### src/sv/psh_pkg.sv
package psh_pkg;

    localparam int unsigned DATA_W     = 16;
    localparam int unsigned CHAR_W     = 8;
    localparam int unsigned MOD_W      = DATA_W + 1;
    localparam int unsigned ACC_W      = DATA_W + 2;
    localparam int unsigned CFG_IDX_W  = 1;
    localparam int unsigned STEP_CNT_W = $clog2(DATA_W);

    localparam logic [DATA_W-1:0] TABLE_SIZE_RST = 16'd11;
    localparam logic [DATA_W-1:0] MULTIPLIER_RST = 16'd31;

    typedef enum logic [CFG_IDX_W-1:0] {
        REG_TABLE_SIZE = 1'b0,
        REG_MULTIPLIER = 1'b1
    } psh_reg_idx_t;

    // Commands from the sequencer to both modular multiply-add units.
    typedef struct packed {
        logic load;
        logic step;
        logic fin;
    } psh_ctl_t;

    // Operands of one unit: result = (a * b + c) mod M.
    typedef struct packed {
        logic [DATA_W-1:0] a;
        logic [DATA_W-1:0] b;
        logic [DATA_W-1:0] c;
    } psh_opnd_t;

    // Brings a value below three times the modulus back into range.
    function automatic logic [DATA_W-1:0] mod_fold(input logic [ACC_W-1:0] t,
                                                  input logic [MOD_W-1:0] m);
        logic [ACC_W-1:0] m1;
        logic [ACC_W-1:0] m2;
        m1 = {1'b0, m};
        m2 = {m, 1'b0};
        if (t >= m2) begin
            return DATA_W'(t - m2);
        end else if (t >= m1) begin
            return DATA_W'(t - m1);
        end else begin
            return DATA_W'(t);
        end
    endfunction

endpackage

### src/sv/polynomial_string_hash_mod_top.sv
// Polynomial rolling string hash: one key byte per input beat, bucket index per key.
// Between the acceptance of one byte and the acceptance of the next lie two passes of
// 16 bit-serial steps in the pair of modular multiply-add units, plus load, final
// add and commit states. The bucket beat is registered at the commit of the final
// byte; while an earlier bucket is still held, that commit and the input wait for it.
// Synchronous active-low reset: hash 0, power 1, output empty, table_size 11,
// multiplier 31.
module polynomial_string_hash_mod_top import psh_pkg::*; (
    input  logic                  aclk,
    input  logic                  aresetn,
    input  logic                  s_tvalid,
    output logic                  s_tready,
    input  logic [CHAR_W-1:0]     s_tdata,   // char_byte[7:0]
    input  logic                  s_tlast,
    output logic                  m_tvalid,
    input  logic                  m_tready,
    output logic [DATA_W-1:0]     m_tdata,   // bucket_index[15:0]
    input  logic                  cfg_we,
    input  logic [CFG_IDX_W-1:0]  cfg_index,
    input  logic [DATA_W-1:0]     cfg_data
);

    logic [DATA_W-1:0] table_size_reg, table_size_next;
    logic [DATA_W-1:0] multiplier_reg, multiplier_next;
    logic [MOD_W-1:0]  modulus;
    logic [DATA_W-1:0] res0;
    logic [DATA_W-1:0] res1;
    psh_ctl_t          ctl;
    psh_opnd_t         opnd0;
    psh_opnd_t         opnd1;

    always_comb begin
        table_size_next = table_size_reg;
        multiplier_next = multiplier_reg;
        if (cfg_we) begin
            unique case (psh_reg_idx_t'(cfg_index))
                REG_TABLE_SIZE: table_size_next = cfg_data;
                REG_MULTIPLIER: multiplier_next = cfg_data;
                default: ;
            endcase
        end
    end

    always_ff @(posedge aclk) begin
        if (!aresetn) begin
            table_size_reg <= TABLE_SIZE_RST;
            multiplier_reg <= MULTIPLIER_RST;
        end else begin
            table_size_reg <= table_size_next;
            multiplier_reg <= multiplier_next;
        end
    end

    // A table size of zero stands for 65536 buckets.
    assign modulus = {(table_size_reg == '0), table_size_reg};

    psh_ctrl u_ctrl (
        .aclk       (aclk),
        .aresetn    (aresetn),
        .s_tvalid   (s_tvalid),
        .s_tready   (s_tready),
        .s_tdata    (s_tdata),
        .s_tlast    (s_tlast),
        .m_tvalid   (m_tvalid),
        .m_tready   (m_tready),
        .m_tdata    (m_tdata),
        .multiplier (multiplier_reg),
        .res0       (res0),
        .res1       (res1),
        .ctl        (ctl),
        .opnd0      (opnd0),
        .opnd1      (opnd1)
    );

    psh_modmac u_hash_mac (
        .aclk    (aclk),
        .ctl     (ctl),
        .opnd    (opnd0),
        .modulus (modulus),
        .result  (res0)
    );

    psh_modmac u_power_mac (
        .aclk    (aclk),
        .ctl     (ctl),
        .opnd    (opnd1),
        .modulus (modulus),
        .result  (res1)
    );

    a_reset_clears: assert property (@(posedge aclk)
        !aresetn |=> (!m_tvalid && s_tready))
        else $error("reset did not empty the output or free the input");

    a_busy_after_accept: assert property (@(posedge aclk) disable iff (!aresetn)
        (s_tvalid && s_tready) |=> !s_tready)
        else $error("input taken again while a byte is in work");

    a_result_from_work: assert property (@(posedge aclk) disable iff (!aresetn)
        $rose(m_tvalid) |-> $past(!s_tready))
        else $error("result beat appeared without a byte in work");

endmodule

### src/sv/psh_modmac.sv
module psh_modmac import psh_pkg::*; (
    input  logic               aclk,
    input  psh_ctl_t           ctl,
    input  psh_opnd_t          opnd,
    input  logic [MOD_W-1:0]   modulus,
    output logic [DATA_W-1:0]  result
);

    logic [DATA_W-1:0] a_reg, a_next;
    logic [DATA_W-1:0] b_reg, b_next;
    logic [DATA_W-1:0] c_reg, c_next;
    logic [DATA_W-1:0] r_reg, r_next;
    logic [ACC_W-1:0]  acc;

    // Horner form, one bit of b per step from the top: r = 2r + b_i * a, folded
    // back below the modulus. The addend c is folded in by a final step.
    always_comb begin
        a_next = a_reg;
        b_next = b_reg;
        c_next = c_reg;
        r_next = r_reg;
        acc    = '0;
        if (ctl.load) begin
            a_next = opnd.a;
            b_next = opnd.b;
            c_next = opnd.c;
            r_next = '0;
        end else if (ctl.step) begin
            acc    = {1'b0, r_reg, 1'b0} + (b_reg[DATA_W-1] ? {2'b00, a_reg} : '0);
            r_next = mod_fold(acc, modulus);
            b_next = {b_reg[DATA_W-2:0], 1'b0};
        end else if (ctl.fin) begin
            acc    = {2'b00, r_reg} + {2'b00, c_reg};
            r_next = mod_fold(acc, modulus);
        end
    end

    always_ff @(posedge aclk) begin
        a_reg <= a_next;
        b_reg <= b_next;
        c_reg <= c_next;
        r_reg <= r_next;
    end

    assign result = r_reg;

endmodule

### src/sv/psh_ctrl.sv
module psh_ctrl import psh_pkg::*; (
    input  logic               aclk,
    input  logic               aresetn,
    input  logic               s_tvalid,
    output logic               s_tready,
    input  logic [CHAR_W-1:0]  s_tdata,
    input  logic               s_tlast,
    output logic               m_tvalid,
    input  logic               m_tready,
    output logic [DATA_W-1:0]  m_tdata,
    input  logic [DATA_W-1:0]  multiplier,
    input  logic [DATA_W-1:0]  res0,
    input  logic [DATA_W-1:0]  res1,
    output psh_ctl_t           ctl,
    output psh_opnd_t          opnd0,
    output psh_opnd_t          opnd1
);

    typedef enum logic [2:0] {
        ST_IDLE,
        ST_RED,
        ST_LOAD,
        ST_MUL,
        ST_FIN,
        ST_COMMIT
    } state_t;

    state_t                  state_reg, state_next;
    logic [STEP_CNT_W-1:0]   cnt_reg, cnt_next;
    logic [DATA_W-1:0]       hash_reg, hash_next;
    logic [DATA_W-1:0]       power_reg, power_next;
    logic [CHAR_W-1:0]       char_reg, char_next;
    logic                    last_reg, last_next;
    logic                    m_tvalid_reg, m_tvalid_next;
    logic [DATA_W-1:0]       m_tdata_reg, m_tdata_next;
    logic                    out_free;
    logic                    cnt_end;

    assign s_tready = (state_reg == ST_IDLE);
    assign out_free = !m_tvalid_reg || m_tready;
    assign cnt_end  = (cnt_reg == STEP_CNT_W'(DATA_W - 1));

    // First pass reduces the held hash and power by the modulus (multiply by one);
    // the second pass forms c * power + hash and power * multiplier.
    always_comb begin
        if (state_reg == ST_IDLE) begin
            opnd0.a = DATA_W'(1);
            opnd0.b = hash_reg;
            opnd0.c = '0;
            opnd1.a = DATA_W'(1);
            opnd1.b = power_reg;
            opnd1.c = '0;
        end else begin
            opnd0.a = res1;
            opnd0.b = {{(DATA_W - CHAR_W){1'b0}}, char_reg};
            opnd0.c = res0;
            opnd1.a = res1;
            opnd1.b = multiplier;
            opnd1.c = '0;
        end
    end

    always_comb begin
        state_next    = state_reg;
        cnt_next      = cnt_reg;
        hash_next     = hash_reg;
        power_next    = power_reg;
        char_next     = char_reg;
        last_next     = last_reg;
        m_tvalid_next = m_tvalid_reg && !m_tready;
        m_tdata_next  = m_tdata_reg;
        ctl           = '0;
        unique case (state_reg)
            ST_IDLE: begin
                if (s_tvalid) begin
                    ctl.load   = 1'b1;
                    char_next  = s_tdata;
                    last_next  = s_tlast;
                    cnt_next   = '0;
                    state_next = ST_RED;
                end
            end
            ST_RED: begin
                ctl.step = 1'b1;
                cnt_next = cnt_reg + 1'b1;
                if (cnt_end) begin
                    state_next = ST_LOAD;
                end
            end
            ST_LOAD: begin
                ctl.load   = 1'b1;
                cnt_next   = '0;
                state_next = ST_MUL;
            end
            ST_MUL: begin
                ctl.step = 1'b1;
                cnt_next = cnt_reg + 1'b1;
                if (cnt_end) begin
                    state_next = ST_FIN;
                end
            end
            ST_FIN: begin
                ctl.fin    = 1'b1;
                state_next = ST_COMMIT;
            end
            ST_COMMIT: begin
                if (!last_reg) begin
                    hash_next  = res0;
                    power_next = res1;
                    state_next = ST_IDLE;
                end else if (out_free) begin
                    // The final byte of a key: hand out the bucket and start afresh.
                    m_tdata_next  = res0;
                    m_tvalid_next = 1'b1;
                    hash_next     = '0;
                    power_next    = DATA_W'(1);
                    state_next    = ST_IDLE;
                end
            end
            default: begin
                state_next = ST_IDLE;
            end
        endcase
    end

    always_ff @(posedge aclk) begin
        if (!aresetn) begin
            state_reg    <= ST_IDLE;
            cnt_reg      <= '0;
            hash_reg     <= '0;
            power_reg    <= DATA_W'(1);
            m_tvalid_reg <= 1'b0;
        end else begin
            state_reg    <= state_next;
            cnt_reg      <= cnt_next;
            hash_reg     <= hash_next;
            power_reg    <= power_next;
            m_tvalid_reg <= m_tvalid_next;
        end
        char_reg    <= char_next;
        last_reg    <= last_next;
        m_tdata_reg <= m_tdata_next;
    end

    assign m_tvalid = m_tvalid_reg;
    assign m_tdata  = m_tdata_reg;

endmodule

### config.mk
export PLATFORM = sky130hd
export DESIGN_NAME = polynomial_string_hash_mod_top
export DESIGN_NICKNAME = d
export VERILOG_FILES = /design/src/sv/psh_pkg.sv /design/src/sv/polynomial_string_hash_mod_top.sv /design/src/sv/psh_modmac.sv /design/src/sv/psh_ctrl.sv
export SDC_FILE = /design/constraint.sdc
export NUM_CORES = 1
export LEC_CHECK = 0
export CORE_ASPECT_RATIO = 0.8
export CORE_MARGIN = 1
export CORE_UTILIZATION = 29
export CTS_CLUSTER_SIZE = 28
export DETAILED_ROUTE_END_ITERATION = 8
export DONT_BUFFER_PORTS = 1
export SLEW_MARGIN = 15
export SYNTH_ARGS = -nofsm -noshare
export SYNTH_HDL_FRONTEND = slang
export SYNTH_SLANG_ARGS = --single-unit
### constraint.sdc
create_clock -name aclk -period 5.4 [get_ports aclk]
set_clock_uncertainty 0.2 [all_clocks]
set_input_delay 0.81 -clock aclk [delete_from_list [all_inputs] [get_ports aclk]]
set_output_delay 0.81 -clock aclk [all_outputs]
set_load 0.05 [all_outputs]
==> metrics.txt <==
crit share post-route=between 90% and 100%; DP Area=roughly 18000 µm²; io pins=a little under 50; post-synth net total=approximately 2.2k; Final min period=between 5000 and 6000 ps; FMAX=about 0.20 GHz; full die area=58100 µm²; DIE HEIGHT=between 200 and 250 µm; Post-Syn Instances=roughly 1.9k; Max Cap Viol=0; DR DRC count=0; clock buffer depth=2; final hold viol count=0; PortBufs=0; total gr overflow=0; Hold Crit Class=in2reg; row cnt=between 70 and 80; GRT met2 Usage=28.3%; Arrival @ worst endpoint=about 5200 ps; DRT Pass-1 Iters=5; initial antenna violation count=6; hpwl dp=45200 µm; Final nets=about 2.2k; htree depth=4; GP Congestion=approximately 1; GRT Util Overall=19.8%; root buffer cell=clkbuf_16; worst-path fanout max=14; worst-margin pin slew=~1200 ps; largest net degree at the start of global routing=89; Crit Path Category=reg2reg; CP Launch Type=flip-flop; sequential area share after synthesis=approximately 29%; Area Overhead vs Synth=11.5%; syn_area_per_cell=approximately 8.5 µm²; Max-slew headroom=a little under a quarter; outcome=finished clean; drt via density=around 5.7; WP data required=approximately 5500 ps; wire per inst=about 22 µm; clock sink count=slightly below 200; CP endpoint kind=flip-flop; layout cells sized above 1=8.18%; grt peak-use layer=met1; routed vias=between 15k and 20k; final-report setup violation count=0; RSZ-0062 raised after global routing=false; Seq cells post-synth=a little under 200; Final ANT Viol Nets=0; Reg clk slew, reported paths=roughly 80 ps; routed wire length=59200 µm; Post-synth EDFFs=roughly 90; Slew Viols, Final=0; Distinct cells, synth=90; Post-Syn Area=between 15000 and 20000 µm²; met3 Use GR=between 4 and 5%; die width=around 270 µm; ys async rst share=0%; clk_lat worst skew=~450 ps; M1 GR Usage=29.9%; Iter 0 DRT Violations=~1.6k; core area=55900 µm²; first-pass GRT wire length=roughly 89000 µm; TritonCTS buffer count=17; ant diodes=0; main flop type after synthesis=dfxtp_1; Starting Density=roughly 30%; Final Cell Area=approximately 18000 µm²; CTS tree=built; vias in the first global route=approximately 15k; synth warn=0
[layout by cell type (no fill, tap or decap), types with 11 or more instances in the layout]
cell,n
nand2_1,204
ha_1,179
nor2_1,159
a21oi_1,141
dfxtp_1,104
edfxtp_1,89
o21ai_0,81
xnor2_1,75
and2_1,71
buf_4,70
inv_1,65
xor2_1,52
nor2b_1,49
a21o_1,49
nand3_1,45
a31oi_1,43
a22oi_1,37
nor3_1,34
o21a_1,29
a21boi_0,28
a211oi_1,27
nand4_1,22
o21bai_1,19
mux2i_1,19
clkbuf_16,18
and3_1,15
nand2b_1,14
o211ai_1,14
fa_1,11
[cell families (layout without fill, tap and decap cells)]
family / count (synthesis) / count (layout) / synth area share [%]
buffers and inverters: 132 / 169 / 3.22
AND/OR/NAND/NOR: 668 / 668 / 19.5
flip-flops: 193 / 193 / 28.7
XOR/XNOR: 130 / 130 / 6.87
adder cells (fa/ha/maj): 190 / 190 / 14.9
AO/OA/AOI/OAI: 604 / 605 / 25.3
multiplexers: 25 / 25 / 1.56
[cell type report]
| cell class | count | area, µm² |
|---|---|---|
| clock buffers | 19 | 454 |
| clock inverters | 13 | 143 |
| fillers | 5906 | 37400 |
| inverters | 67 | 254 |
| multi-input cells | 1618 | 11400 |
| flip-flops and latches | 193 | 4750 |
| well taps | 750 | 938 |
| repair buffers | 70 | 526 |
[path summary, 6_finish.rpt]
path | slack (ps) | startpoint | cells past startpoint | end
max reg2reg | 310 | u_power_mac.b_reg[15] | 16 | u_power_mac.result[11]
min | 250 | s_tdata[2] | 0 | u_ctrl.char_reg[2]
max | 310 | u_power_mac.b_reg[15] | 16 | u_power_mac.result[11]
min reg2reg | 260 | multiplier_reg[9] | 2 | multiplier_reg[9]
[cells in the mapped netlist, drive strengths merged (28+ instances only)]
cell type	n	share of area, %
a211oi	32	1.5
a21boi	28	1.3
a21o	49	2.2
a21oi	144	4.4
a22oi	37	1.7
a31oi	44	1.7
and2	72	2.7
clkbuf	51	1.2
dfxtp	104	13
edfxtp	89	16
ha	179	14
inv	66	1.5
nand2	207	4.7
nand3	45	1.4
nor2	162	3.7
nor2b	52	2.0
nor3	34	1.0
o21a	29	1.3
o21ai	89	2.8
xnor2	76	4.0
xor2	54	2.9
[what timing repair did]
action                                  4_1_cts  5_1_grt
pin swaps                                     0        2
endpoints found under the setup margin        1       24
hold buffers                                  0        0
gates resized for setup                       1       16
buffers inserted                              0        8
cloned                                        0        1
[critical path: stages (launching register included)]
cell,delay [ps]
edfxtp_1,410
buf_4,200
and2_1,170
ha_1,330
a21o_1,190
a21oi_1,110
o21ai_0,320
xor2_1,460
ha_1,390
and2_1,200
a221oi_1,270
o21ai_1,200
a311o_1,450
a41oi_2,230
nand2_1,280
a211oi_1,440
nor4_1,100
[routing by layer]
layer,routed length [µm],vias to the layer above,part of all wire [%]
met2,24100,652,41
li1,-,7271,-
met5,13,-,0.022
met3,5080,84,8.6
met1,28700,7528,48
met4,1290,2,2.2
[per-stage QoR]
stage	setup slack [ps]	hold WS (ps)	instances	TNS, ps	util (%)
final	308	254	2730	0	33.0
after global routing	40.8	223	2730	0	33.0
after CTS	68.1	238	2721	0	32.8
after detailed placement	-60.8	253	2689	-60.8	31.7
after global placement	-97.0	253	2689	-97.0	31.7
after floorplan	736	240	1942	0	-
Power is not shown: default switching activity piles up to over one toggle a cycle in this logic, so the estimate is an artifact.
